[config.mk]
export PLATFORM = sky130hd
export DESIGN_NAME = three_key_press_classifier
export DESIGN_NICKNAME = d
export VERILOG_FILES = /design/src/rtl/tkpc_pkg.sv /design/src/rtl/three_key_press_classifier.sv /design/src/rtl/tkpc_hold_counter.sv
export SDC_FILE = /design/constraint.sdc
export NUM_CORES = 1
export LEC_CHECK = 0
export ABC_AREA = 1
export BUFFER_PORTS_ARGS = -buffer_cell sky130_fd_sc_hd__buf_2
export CORE_MARGIN = 3
export CORE_UTILIZATION = 45
export CTS_BUF_LIST = sky130_fd_sc_hd__clkbuf_8
export DETAILED_ROUTE_END_ITERATION = 8
export PLACE_DENSITY_LB_ADDON = 0.05
export SLEW_MARGIN = 30
export SYNTH_ARGS = -nofsm -noshare
export SYNTH_HDL_FRONTEND = slang
export SYNTH_HIERARCHICAL = 1
export SYNTH_SLANG_ARGS = --single-unit
[constraint.sdc]
create_clock -name i_clk -period 3.1 [get_ports i_clk]
set_clock_uncertainty 0.1 [all_clocks]
set_input_delay 0.775 -clock i_clk [delete_from_list [all_inputs] [get_ports i_clk]]
set_output_delay 0.775 -clock i_clk [all_outputs]
set_load 0.005 [all_outputs]
[src/rtl/tkpc_pkg.sv]
`timescale 1ns / 1ps
// ----------------------------------------------------------------------------
// tkpc_pkg
// Shared types, register map and event codes of the three-key press
// classifier.
// ----------------------------------------------------------------------------
package tkpc_pkg;

    localparam int COUNT_WIDTH_DEF = 16;
    localparam int CFG_W           = 16;
    localparam int PADDR_W         = 3;
    localparam int PDATA_W         = 32;
    localparam int IN_TDATA_W      = 8;
    localparam int OUT_TDATA_W     = 8;

    localparam logic [CFG_W-1:0] LONG_THRESHOLD_RST = 16'd200;
    localparam logic [CFG_W-1:0] REPEAT_RELOAD_RST  = 16'd170;

    // Register byte addresses.
    localparam logic [PADDR_W-1:0] ADDR_LONG_THRESHOLD = 3'd0;
    localparam logic [PADDR_W-1:0] ADDR_REPEAT_RELOAD  = 3'd4;

    // UI modes.
    localparam logic [1:0] MODE_CLOCK = 2'd0;
    localparam logic [1:0] MODE_TIMER = 2'd1;
    localparam logic [1:0] MODE_POWER = 2'd2;

    // Mode key events.
    localparam logic [2:0] MEV_NONE          = 3'd0;
    localparam logic [2:0] MEV_SWITCH_MODE   = 3'd1;
    localparam logic [2:0] MEV_ENTER_SETTING = 3'd2;
    localparam logic [2:0] MEV_LEAVE_SETTING = 3'd3;
    localparam logic [2:0] MEV_POWER_TOGGLE  = 3'd4;

    // Select key events.
    localparam logic [1:0] SEV_NONE         = 2'd0;
    localparam logic [1:0] SEV_CHOOSE_DIGIT = 2'd1;
    localparam logic [1:0] SEV_DISPLAY_MODE = 2'd2;
    localparam logic [1:0] SEV_COUNT_DIR    = 2'd3;

    // Increment key events.
    localparam logic [1:0] IEV_NONE        = 2'd0;
    localparam logic [1:0] IEV_INC_DIGIT   = 2'd1;
    localparam logic [1:0] IEV_TIMER_START = 2'd2;
    localparam logic [1:0] IEV_TIMER_RESET = 2'd3;

    typedef struct packed {
        logic       keys_locked;
        logic       clock_setting;
        logic [1:0] ui_mode;
        logic       select_key_pressed;
        logic       inc_key_pressed;
        logic       mode_key_pressed;
    } t_scan_item;

    typedef struct packed {
        logic [1:0] inc_key_event;
        logic [1:0] select_key_event;
        logic [2:0] mode_key_event;
    } t_events;

    // Control from the classifier to one hold counter.
    typedef struct packed {
        logic en;
        logic pressed;
        logic hold;
        logic load;
    } t_cnt_ctrl;

    // Compare results of one hold counter against the threshold.
    typedef struct packed {
        logic nonzero;
        logic below_th;
        logic at_th;
    } t_cnt_status;

endpackage

[src/rtl/three_key_press_classifier.sv]
`timescale 1ns / 1ps
// ----------------------------------------------------------------------------
// three_key_press_classifier
// Per-tick short/long press classifier for the mode, select and increment
// keys, with held long-press and auto-repeat events.
// ----------------------------------------------------------------------------
// One scan word is accepted per clock unless the output stalls: the word is
// captured in an input register, then the three hold counters and the event
// decode act on it and the events land in the output register, which takes
// the next word as the input register refills. The block only stalls when
// the output word is not taken. The user must write the thresholds over the
// APB port only while the stream is idle; the block does not enforce this.
module three_key_press_classifier #(
    parameter int COUNT_WIDTH = tkpc_pkg::COUNT_WIDTH_DEF
) (
    input  logic                                i_clk,
    input  logic                                i_rst_n,
    // Scan word, bit 0 up: mode_key_pressed, inc_key_pressed,
    // select_key_pressed, ui_mode[1:0], clock_setting, keys_locked, zero pad.
    input  logic                                i_s_axis_tvalid,
    output logic                                o_s_axis_tready,
    input  logic [tkpc_pkg::IN_TDATA_W-1:0]     i_s_axis_tdata,
    // Event word, bit 0 up: mode_key_event[2:0], select_key_event[1:0],
    // inc_key_event[1:0], zero pad.
    output logic                                o_m_axis_tvalid,
    input  logic                                i_m_axis_tready,
    output logic [tkpc_pkg::OUT_TDATA_W-1:0]    o_m_axis_tdata,
    // APB configuration port.
    input  logic                                psel,
    input  logic                                penable,
    input  logic                                pwrite,
    input  logic [tkpc_pkg::PADDR_W-1:0]        paddr,
    input  logic [tkpc_pkg::PDATA_W-1:0]        pwdata,
    output logic [tkpc_pkg::PDATA_W-1:0]        prdata,
    output logic                                pready
);

    logic [tkpc_pkg::CFG_W-1:0] r_long_threshold;
    logic [tkpc_pkg::CFG_W-1:0] r_repeat_reload;
    logic                       w_cfg_wr;

    logic                 r_in_valid;
    tkpc_pkg::t_scan_item r_in;
    logic                 r_out_valid;
    tkpc_pkg::t_events    r_out;
    tkpc_pkg::t_events    n_out;
    logic                 w_adv;

    tkpc_pkg::t_cnt_ctrl   w_mode_ctrl, w_sel_ctrl, w_inc_ctrl;
    tkpc_pkg::t_cnt_status w_mode_st, w_sel_st, w_inc_st;
    logic                  w_mode_short, w_sel_short, w_sel_long, w_inc_short, w_inc_long;

    // ---------------- configuration ----------------
    assign pready   = 1'b1;
    assign w_cfg_wr = psel && penable && pwrite && pready;

    always_ff @(posedge i_clk) begin
        if (!i_rst_n) begin
            r_long_threshold <= tkpc_pkg::LONG_THRESHOLD_RST;
            r_repeat_reload  <= tkpc_pkg::REPEAT_RELOAD_RST;
        end else if (w_cfg_wr) begin
            unique case (paddr)
                tkpc_pkg::ADDR_LONG_THRESHOLD: r_long_threshold <= pwdata[tkpc_pkg::CFG_W-1:0];
                tkpc_pkg::ADDR_REPEAT_RELOAD:  r_repeat_reload  <= pwdata[tkpc_pkg::CFG_W-1:0];
                default: ;
            endcase
        end
    end

    always_comb begin
        unique case (paddr)
            tkpc_pkg::ADDR_LONG_THRESHOLD: prdata = tkpc_pkg::PDATA_W'(r_long_threshold);
            tkpc_pkg::ADDR_REPEAT_RELOAD:  prdata = tkpc_pkg::PDATA_W'(r_repeat_reload);
            default:                       prdata = '0;
        endcase
    end

    // ---------------- stream stages ----------------
    assign w_adv           = r_in_valid && (!r_out_valid || i_m_axis_tready);
    assign o_s_axis_tready = !r_in_valid || w_adv;

    always_ff @(posedge i_clk) begin
        if (!i_rst_n) begin
            r_in_valid  <= 1'b0;
            r_out_valid <= 1'b0;
        end else begin
            if (o_s_axis_tready) begin
                r_in_valid <= i_s_axis_tvalid;
            end
            if (w_adv) begin
                r_out_valid <= 1'b1;
            end else if (i_m_axis_tready) begin
                r_out_valid <= 1'b0;
            end
        end
    end

    always_ff @(posedge i_clk) begin
        if (o_s_axis_tready && i_s_axis_tvalid) begin
            r_in.mode_key_pressed   <= i_s_axis_tdata[0];
            r_in.inc_key_pressed    <= i_s_axis_tdata[1];
            r_in.select_key_pressed <= i_s_axis_tdata[2];
            r_in.ui_mode            <= i_s_axis_tdata[4:3];
            r_in.clock_setting      <= i_s_axis_tdata[5];
            r_in.keys_locked        <= i_s_axis_tdata[6];
        end
        if (w_adv) begin
            r_out <= n_out;
        end
    end

    assign o_m_axis_tvalid = r_out_valid;
    assign o_m_axis_tdata  = {1'b0, r_out.inc_key_event, r_out.select_key_event,
                              r_out.mode_key_event};

    // ---------------- hold counters ----------------
    tkpc_hold_counter #(.COUNT_WIDTH(COUNT_WIDTH)) u_mode_cnt (
        .i_clk      (i_clk),
        .i_rst_n    (i_rst_n),
        .i_ctrl     (w_mode_ctrl),
        .i_threshold(r_long_threshold),
        .i_reload   (r_repeat_reload),
        .o_status   (w_mode_st)
    );

    tkpc_hold_counter #(.COUNT_WIDTH(COUNT_WIDTH)) u_sel_cnt (
        .i_clk      (i_clk),
        .i_rst_n    (i_rst_n),
        .i_ctrl     (w_sel_ctrl),
        .i_threshold(r_long_threshold),
        .i_reload   (r_repeat_reload),
        .o_status   (w_sel_st)
    );

    tkpc_hold_counter #(.COUNT_WIDTH(COUNT_WIDTH)) u_inc_cnt (
        .i_clk      (i_clk),
        .i_rst_n    (i_rst_n),
        .i_ctrl     (w_inc_ctrl),
        .i_threshold(r_long_threshold),
        .i_reload   (r_repeat_reload),
        .o_status   (w_inc_st)
    );

    // ---------------- event decode ----------------
    assign w_mode_short = w_mode_st.nonzero && w_mode_st.below_th;
    assign w_sel_short  = w_sel_st.nonzero && w_sel_st.below_th;
    assign w_sel_long   = w_sel_st.nonzero && !w_sel_st.below_th;
    assign w_inc_short  = w_inc_st.nonzero && w_inc_st.below_th;
    assign w_inc_long   = w_inc_st.nonzero && !w_inc_st.below_th;

    always_comb begin
        n_out.mode_key_event   = tkpc_pkg::MEV_NONE;
        n_out.select_key_event = tkpc_pkg::SEV_NONE;
        n_out.inc_key_event    = tkpc_pkg::IEV_NONE;

        w_mode_ctrl = '{en: w_adv, pressed: r_in.mode_key_pressed, hold: 1'b0, load: 1'b0};
        w_sel_ctrl  = '{en: w_adv, pressed: r_in.select_key_pressed, hold: 1'b0, load: 1'b0};
        w_inc_ctrl  = '{en: w_adv, pressed: r_in.inc_key_pressed, hold: 1'b0, load: 1'b0};

        // Mode: unlocked short release switches mode; clock/power hold fires.
        if (!r_in.mode_key_pressed) begin
            if (w_mode_short && !r_in.keys_locked) begin
                n_out.mode_key_event = tkpc_pkg::MEV_SWITCH_MODE;
            end
        end else if (w_mode_st.at_th) begin
            if (r_in.ui_mode == tkpc_pkg::MODE_CLOCK) begin
                n_out.mode_key_event = r_in.clock_setting ? tkpc_pkg::MEV_LEAVE_SETTING
                                                          : tkpc_pkg::MEV_ENTER_SETTING;
            end else if (r_in.ui_mode == tkpc_pkg::MODE_POWER) begin
                n_out.mode_key_event = tkpc_pkg::MEV_POWER_TOGGLE;
            end
        end

        if (!r_in.select_key_pressed) begin
            if (r_in.ui_mode == tkpc_pkg::MODE_CLOCK && w_sel_short) begin
                n_out.select_key_event = tkpc_pkg::SEV_CHOOSE_DIGIT;
            end else if (r_in.ui_mode == tkpc_pkg::MODE_TIMER && w_sel_short) begin
                n_out.select_key_event = tkpc_pkg::SEV_DISPLAY_MODE;
            end else if (r_in.ui_mode == tkpc_pkg::MODE_TIMER && w_sel_long) begin
                n_out.select_key_event = tkpc_pkg::SEV_COUNT_DIR;
            end
        end

        if (!r_in.inc_key_pressed) begin
            if (r_in.ui_mode == tkpc_pkg::MODE_CLOCK && w_inc_short) begin
                n_out.inc_key_event = tkpc_pkg::IEV_INC_DIGIT;
            end else if (r_in.ui_mode == tkpc_pkg::MODE_TIMER && w_inc_short) begin
                n_out.inc_key_event = tkpc_pkg::IEV_TIMER_START;
            end else if (r_in.ui_mode == tkpc_pkg::MODE_TIMER && w_inc_long) begin
                n_out.inc_key_event = tkpc_pkg::IEV_TIMER_RESET;
            end
        end else if (r_in.ui_mode == tkpc_pkg::MODE_CLOCK && w_inc_st.at_th) begin
            // Auto-repeat while setting the clock; otherwise the count parks.
            if (r_in.clock_setting) begin
                n_out.inc_key_event = tkpc_pkg::IEV_INC_DIGIT;
                w_inc_ctrl.load     = 1'b1;
            end else begin
                w_inc_ctrl.hold     = 1'b1;
            end
        end
    end

    // ---------------- assertions ----------------
    a_out_empty_after_reset: assert property (@(posedge i_clk)
        !i_rst_n |=> !o_m_axis_tvalid)
        else $error("output valid after reset");

    a_adv_gives_output: assert property (@(posedge i_clk) disable iff (!i_rst_n)
        w_adv |=> o_m_axis_tvalid)
        else $error("processed word did not reach the output register");

    a_stalled_input_kept: assert property (@(posedge i_clk) disable iff (!i_rst_n)
        r_in_valid && !w_adv |=> r_in_valid && $stable(r_in))
        else $error("stalled scan word lost");

    a_release_clears_mode: assert property (@(posedge i_clk) disable iff (!i_rst_n)
        w_adv && !r_in.mode_key_pressed |=> !w_mode_st.nonzero)
        else $error("mode key counter not cleared on release");

    a_inc_load_only_clock: assert property (@(posedge i_clk) disable iff (!i_rst_n)
        w_inc_ctrl.load |-> (r_in.ui_mode == tkpc_pkg::MODE_CLOCK) &&
                            (n_out.inc_key_event == tkpc_pkg::IEV_INC_DIGIT))
        else $error("increment reload without auto-repeat event");

endmodule

[src/rtl/tkpc_hold_counter.sv]
`timescale 1ns / 1ps
// ----------------------------------------------------------------------------
// tkpc_hold_counter
// Saturating hold counter of one key with clear on release, optional reload
// and hold, and its compares against the long-press threshold.
// ----------------------------------------------------------------------------
module tkpc_hold_counter #(
    parameter int COUNT_WIDTH = tkpc_pkg::COUNT_WIDTH_DEF
) (
    input  logic                       i_clk,
    input  logic                       i_rst_n,
    input  tkpc_pkg::t_cnt_ctrl        i_ctrl,
    input  logic [tkpc_pkg::CFG_W-1:0] i_threshold,
    input  logic [tkpc_pkg::CFG_W-1:0] i_reload,
    output tkpc_pkg::t_cnt_status      o_status
);

    localparam int CMP_W = (COUNT_WIDTH > tkpc_pkg::CFG_W) ? COUNT_WIDTH : tkpc_pkg::CFG_W;

    logic [COUNT_WIDTH-1:0] r_cnt;
    logic [COUNT_WIDTH-1:0] n_cnt;
    logic [CMP_W-1:0]       w_cnt_ext;
    logic [CMP_W-1:0]       w_th_ext;
    logic [CMP_W-1:0]       w_reload_ext;

    assign w_cnt_ext    = CMP_W'(r_cnt);
    assign w_th_ext     = CMP_W'(i_threshold);
    assign w_reload_ext = CMP_W'(i_reload);

    assign o_status.nonzero  = (r_cnt != '0);
    assign o_status.below_th = (w_cnt_ext < w_th_ext);
    assign o_status.at_th    = (w_cnt_ext == w_th_ext);

    always_comb begin
        n_cnt = r_cnt;
        if (i_ctrl.en) begin
            if (!i_ctrl.pressed) begin
                n_cnt = '0;
            end else if (i_ctrl.load) begin
                n_cnt = w_reload_ext[COUNT_WIDTH-1:0];
            end else if (!i_ctrl.hold && (r_cnt != '1)) begin
                n_cnt = r_cnt + 1'b1;
            end
        end
    end

    always_ff @(posedge i_clk) begin
        if (!i_rst_n) begin
            r_cnt <= '0;
        end else begin
            r_cnt <= n_cnt;
        end
    end

endmodule

==> impl_metrics.env, run 1 <==
export IMPL_die_y_um=133
export IMPL_period_needed_ps=2850
export IMPL_drtIter0Drc=627
export IMPL_clk_pin_slew_ps=100
export IMPL_pwr_share_comb_pct=15.1
export IMPL_max_clock_path_buffers=2
export IMPL_max_cap_viol_count=0
export IMPL_drt_vias_per_instance=5.04
export IMPL_arrival_ps=3010
export IMPL_critPathRequiredTime_ps=3260
export IMPL_syn_avg_cell_area_um2=6.30
export IMPL_clock_latency_ps=400
export IMPL_fin_area_mm2=0.00805
export IMPL_drt_pre_antenna_iters=5
export IMPL_fmax_mhz=351
export IMPL_clock_sinks=96
export IMPL_p_per_area_mw_per_mm2=327
export IMPL_ios=93
export IMPL_antennaDiodeCount=0
export IMPL_max_slew_worst_pin_slew_ps=624
export IMPL_min_delay_start="r_in_valid"
export IMPL_grt_pass1_wl_um=34800
export IMPL_postPlaceCellArea_mm2=0.00783
export IMPL_multi_input_area_mm2=0.00446
export IMPL_num_vias=7315
export IMPL_rr_worst_depth=16
export IMPL_overflow=0
export IMPL_worstSetupPathType="reg2reg"
export IMPL_drtAntennaViolNets=0
export IMPL_hold_buffers=0
export IMPL_pre_cts_ws_ps=219
export IMPL_drc_errors=0
export IMPL_p_sw_w=0.000818
export IMPL_nFillCells=1694
export IMPL_grt_pass1_vias=6327
export IMPL_timing_final_crit_share_pct=91.8
export IMPL_drt_total_wl_um=22200
export IMPL_holdPathStages=2
export IMPL_cts_buffers_inserted=9
export IMPL_seqPwrFrac_pct=51.7
export IMPL_finalHoldWorstSlack_ps=402
export IMPL_relSlewSlack_pct=58.4
export IMPL_status="finished, final reports clean"
export IMPL_dieArea_mm2=0.0178
export IMPL_setup_viol=0
export IMPL_fin_tns_setup_ps=0
export IMPL_p_clk_share_pct=33.2
export IMPL_die_x_um=133
export IMPL_row_count=45
export IMPL_cts_tree="yes"
export IMPL_synthCells=1160
export IMPL_r2r_start="r_long_threshold[12]"
export IMPL_areaGrowthSynthToFinish_pct=10.2
export IMPL_crit_path_end_kind="flop"
export IMPL_post_route_util_pct=51.8
export IMPL_grt_total_usage_pct=24.8
export IMPL_drv_slew=0
export IMPL_gp_congestion=0.917
export IMPL_holdPathEnd="o_m_axis_tvalid"
export IMPL_crit_fanout=19
export IMPL_netSwitchingFraction_pct=31.1
export IMPL_port_buffer_count=57
export IMPL_drive_gt1_share_pct=11.9
export IMPL_start_util_pct=47.0
export IMPL_ys_warnings_count=6
export IMPL_grt_max_degree=31
export IMPL_startpoint_type="flop"
export IMPL_dp_hpwl_um=16500
export IMPL_root_buffer="clkbuf_8"
export IMPL_peakVddDrop_v=0.000243
export IMPL_wl_per_cell_um=15.3
export IMPL_synth_cell_area_mm2=0.00731
export IMPL_nNetsFinal=1340
export IMPL_r2r_setup_slack_ps=250
export IMPL_power_leakage_nw=3.68
export IMPL_htree_levels=3
export IMPL_r2r_end="u_inc_cnt/r_cnt[11]"
export IMPL_finalWorstSetupSlack_ps=255
export IMPL_intPower_w=0.00182
export IMPL_design_core_area_mm2=0.0155
export IMPL_antenna_found_initial=0
export IMPL_hp_class="reg2reg"
export IMPL_hold_violations=0
export IMPL_area_sequential_mm2=0.00206
power groups by stage:
stage | registers, W | clock network, W | logic (W)
floorplan | 0.00136 | 0 | 0.000306
global placement | 0.00139 | 0 | 0.000385
detailed placement | 0.00139 | 0 | 0.000388
CTS | 0.00136 | 0.000904 | 0.000391
global route | 0.00137 | 0.000941 | 0.000460
finish | 0.00136 | 0.000875 | 0.000398
what timing repair did:
item / CTS / global route
buffers inserted: 0 / 0
resized for setup: 0 / 5
setup endpoints to repair: 0 / 14
critical path, stage by stage, from the launching register on:
cell     delay [ps]
dfxtp_1         470
inv_1            80
ha_1            290
nand4_1          80
inv_1            80
nand2_1         130
nor4_2          240
nand4_1         200
inv_2           170
buf_4           180
nor2_1           80
nand2_2         140
nand2_4         110
inv_6           160
nor2_1           60
nor2_1          100
nor2_1           40
layer usage:
layer / track usage [%] / wire length (um)
met1: 36.3 / 10900
met2: 37.5 / 9380
met3: 3.63 / 1320
met4: 7.77 / 578
met5: 0 / 0
metrics by stage:
stage / power, W / std cells
after CTS: 0.00265 / 1451
after global placement: 0.00177 / 1435
after detailed placement: 0.00178 / 1435
final: 0.00263 / 1452
after global routing: 0.00277 / 1452
after floorplan: 0.00167 / 1194
layout make-up:
class / instances / share of cell area (%)
Multi-Input combinational cell: 893 / 55.4
Sequential cell: 96 / 25.6
Inverter: 158 / 7.60
Timing Repair Buffer: 77 / 5.56
Tap cell: 211 / 3.28
Clock buffer: 9 / 1.54
Clock inverter: 7 / 0.901
Timing Repair inverter: 1 / 0.0932
worst max-delay path by stage:
stage                          from                   to  cells past startpoint
3_3_place_gp   r_long_threshold[11]  u_inc_cnt/r_cnt[13]                     14
4_1_cts        r_long_threshold[11]  u_inc_cnt/r_cnt[11]                     14
3_5_place_dp   r_long_threshold[11]  u_inc_cnt/r_cnt[11]                     14
2_1_floorplan       i_m_axis_tready  u_inc_cnt/r_cnt[15]                      6
6_report       r_long_threshold[12]  u_inc_cnt/r_cnt[11]                     16
5_1_grt        r_long_threshold[12]  u_inc_cnt/r_cnt[13]                     16
registers in the layout (all words and copies together) (netlist names):
signal            flops
u_sel_cnt/r_cnt      16
o_m_axis_tvalid       1
u_mode_cnt/r_cnt     16
u_inc_cnt/r_cnt      16
r_repeat_reload      16
r_in_valid            1
r_long_threshold     16
o_m_axis_tdata        7
r_in                  7
placed cells by master (no fill, tap or decap), types with 6 or more instances in the layout:
| master | instances |
|---|---|
| o21ai_0 | 51 |
| nor2_1 | 242 |
| ha_1 | 54 |
| nand3_1 | 79 |
| inv_1 | 148 |
| conb_1 | 36 |
| buf_2 | 57 |
| o21ai_1 | 12 |
| o211ai_1 | 7 |
| nand4_1 | 22 |
| xor2_1 | 15 |
| nand2_2 | 6 |
| or2_2 | 21 |
| o31ai_1 | 7 |
| edfxtp_1 | 14 |
| buf_4 | 19 |
| clkbuf_8 | 9 |
| nor4_1 | 7 |
| nand2_1 | 260 |
| a21oi_1 | 47 |
| dfxtp_1 | 82 |
No activity file was read; power rests on OpenSTA's default activity.
==> inputs of run 2 (changes only) <==
- CTS_BUF_LIST: sky130_fd_sc_hd__clkbuf_8 -> sky130_fd_sc_hd__clkbuf_16
==> run 2 against run 1 <==
  * Fmax is 1.4% higher
  * Combinational power hardly changed
  * Clock-buffer cell count stayed put
  * Non-clock buffer count stayed put
  * Global-route usage hardly changed
  * Via count is 0.18% lower
==> impl_metrics.env, run 2 (synthesized netlist as in run 1, its figures left out) <==
export IMPL_status="finished, final reports clean"
export IMPL_p_per_area_mw_per_mm2=357
export IMPL_drtAntennaViolNets=0
export IMPL_htree_levels=3
export IMPL_antenna_found_initial=0
export IMPL_drtIter0Drc=606
export IMPL_gp_congestion=0.917
export IMPL_die_y_um=133
export IMPL_overflow=0
export IMPL_crit_family="simple AND/OR/NAND/NOR gates"
export IMPL_arrival_ps=2930
export IMPL_startpoint_type="flop"
export IMPL_max_cap_viol_count=0
export IMPL_nNetsFinal=1340
export IMPL_crit_top_cell="nor2_1"
export IMPL_rr_worst_depth=16
export IMPL_port_buffer_count=57
export IMPL_die_x_um=133
export IMPL_grt_max_degree=31
export IMPL_drt_total_wl_um=22300
export IMPL_row_count=45
export IMPL_drt_pre_antenna_iters=5
export IMPL_min_delay_start="r_in_valid"
export IMPL_dieArea_mm2=0.0178
export IMPL_holdPathEnd="o_m_axis_tvalid"
export IMPL_wl_per_cell_um=15.3
export IMPL_layout_commonest_cell="nand2_1"
export IMPL_top_usage_layer="met2"
export IMPL_grt_pass1_wl_um=34900
export IMPL_ios=93
export IMPL_clock_sinks=96
export IMPL_grt_total_usage_pct=24.8
export IMPL_fmax_mhz=356
export IMPL_grtUsageMet1_pct=36.4
export IMPL_fin_area_mm2=0.00815
export IMPL_grt_util_met3_pct=3.59
export IMPL_holdPathStages=2
export IMPL_timing_critical_path_buf_inv=4
export IMPL_crit_path_end_kind="flop"
export IMPL_hold_violations=0
export IMPL_power_leakage_nw=3.73
export IMPL_timing_final_crit_share_pct=90.5
export IMPL_relSlewSlack_pct=57.1
export IMPL_pre_cts_ws_ps=219
export IMPL_finalWorstSetupSlack_ps=294
export IMPL_drt_vias_per_instance=5.03
export IMPL_start_util_pct=47.0
export IMPL_hp_class="reg2reg"
export IMPL_areaGrowthSynthToFinish_pct=11.5
export IMPL_drive_gt1_share_pct=11.9
export IMPL_r2r_setup_slack_ps=290
export IMPL_cp_cell_sequence="inv_1 -> ha_1 -> nand2_1 -> nor2_1 -> nand2_1 -> nor4_2 -> nand4_1 -> inv_2 -> buf_4 -> nor2_1 -> nand2_2 -> nand2_4 -> inv_6 -> nor2_1 -> nor2_1 -> nor2_1"
export IMPL_clock_latency_ps=360
export IMPL_critPathRequiredTime_ps=3230
export IMPL_num_vias=7302
export IMPL_crit_fanout=19
export IMPL_postPlaceCellArea_mm2=0.00783
export IMPL_root_buffer="clkbuf_16"
export IMPL_cts_tree="yes"
export IMPL_setup_viol=0
export IMPL_max_stage_delay_ps=450
export IMPL_period_needed_ps=2810
export IMPL_drv_slew=0
export IMPL_r2r_start="r_long_threshold[11]"
export IMPL_power_total_w=0.00291
export IMPL_worstSetupPathType="reg2reg"
export IMPL_met2_usage_pct=37.9
export IMPL_drc_errors=0
export IMPL_max_clock_path_buffers=2
export IMPL_design_core_area_mm2=0.0155
export IMPL_cts_buffers_inserted=9
export IMPL_antennaDiodeCount=0
export IMPL_max_slew_worst_pin_slew_ps=644
export IMPL_nFillCells=1671
export IMPL_peakVddDrop_v=0.000350
export IMPL_cts_setup_buffers=0
export IMPL_clk_pin_slew_ps=70
export IMPL_final_cell_mix="nand2_1 (260), nor2_1 (242), inv_1 (148)"
export IMPL_slowest_stage="dfxtp_1"
export IMPL_dp_hpwl_um=16500
export IMPL_r2r_end="u_inc_cnt/r_cnt[11]"
export IMPL_grt_pass1_vias=6335
[run 2: where the power goes]
group	switching, W	leakage, nW	internal, W
Clock	0.000531	0.134	0.000625
Combinational	0.000256	2.79	0.000142
Sequential	0.0000588	0.800	0.00130
[run 2: worst register-to-register path: stages (launching register included)]
cell and delay, ps:
dfxtp_1 450, inv_1 70, ha_1 290, nand2_1 60, nor2_1 100, nand2_1 140, nor4_2 220, nand4_1 190
inv_2 180, buf_4 180, nor2_1 80, nand2_2 140, nand2_4 110, inv_6 170, nor2_1 60, nor2_1 100
nor2_1 40
[run 2: area by class of cell]
cell class / count / area (um^2) / area share, %
multi-input cells: 893 / 4460 / 54.7
flip-flops and latches: 96 / 2060 / 25.3
inverters: 158 / 612 / 7.50
repair buffers: 77 / 448 / 5.49
well taps: 211 / 264 / 3.24
clock buffers: 9 / 225 / 2.76
clock inverters: 7 / 72.6 / 0.890
repair inverters: 1 / 7.51 / 0.0921
[run 2: worst max path at each step]
stage	startpoint	end	depth (start not counted)	slack (ps)
4_1_cts	r_long_threshold[11]	u_inc_cnt/r_cnt[11]	14	190
2_1_floorplan	i_m_axis_tready	u_inc_cnt/r_cnt[15]	6	490
6_report	r_long_threshold[11]	u_inc_cnt/r_cnt[11]	16	290
3_3_place_gp	r_long_threshold[11]	u_inc_cnt/r_cnt[13]	14	250
5_1_grt	r_long_threshold[12]	u_inc_cnt/r_cnt[13]	16	-4
3_5_place_dp	r_long_threshold[11]	u_inc_cnt/r_cnt[11]	14	220
[run 2: stage by stage]
step           hold WS, ps  utilization (%)  instances  setup TNS [ps]
6_report               398             52.5       1452               0
3_5_place_dp           387             50.4       1435               0
4_1_cts                402             52.3       1451               0
5_1_grt                429             52.5       1452           -4.28
2_1_floorplan          347                -       1194               0
3_3_place_gp           385             50.4       1435               0
[run 2: per-layer routing]
layer | wire [um] | part of all wire (%)
met3 | 1230 | 5.5
met2 | 9530 | 43
met4 | 518 | 2.3
met1 | 11000 | 49
met5 | 0 | 0
[run 2: repair_timing]
action,4_1_cts,5_1_grt
endpoints found under the setup margin,0,14
hold buffers,0,0
gates resized for setup,0,5
endpoints found under the hold margin,0,0
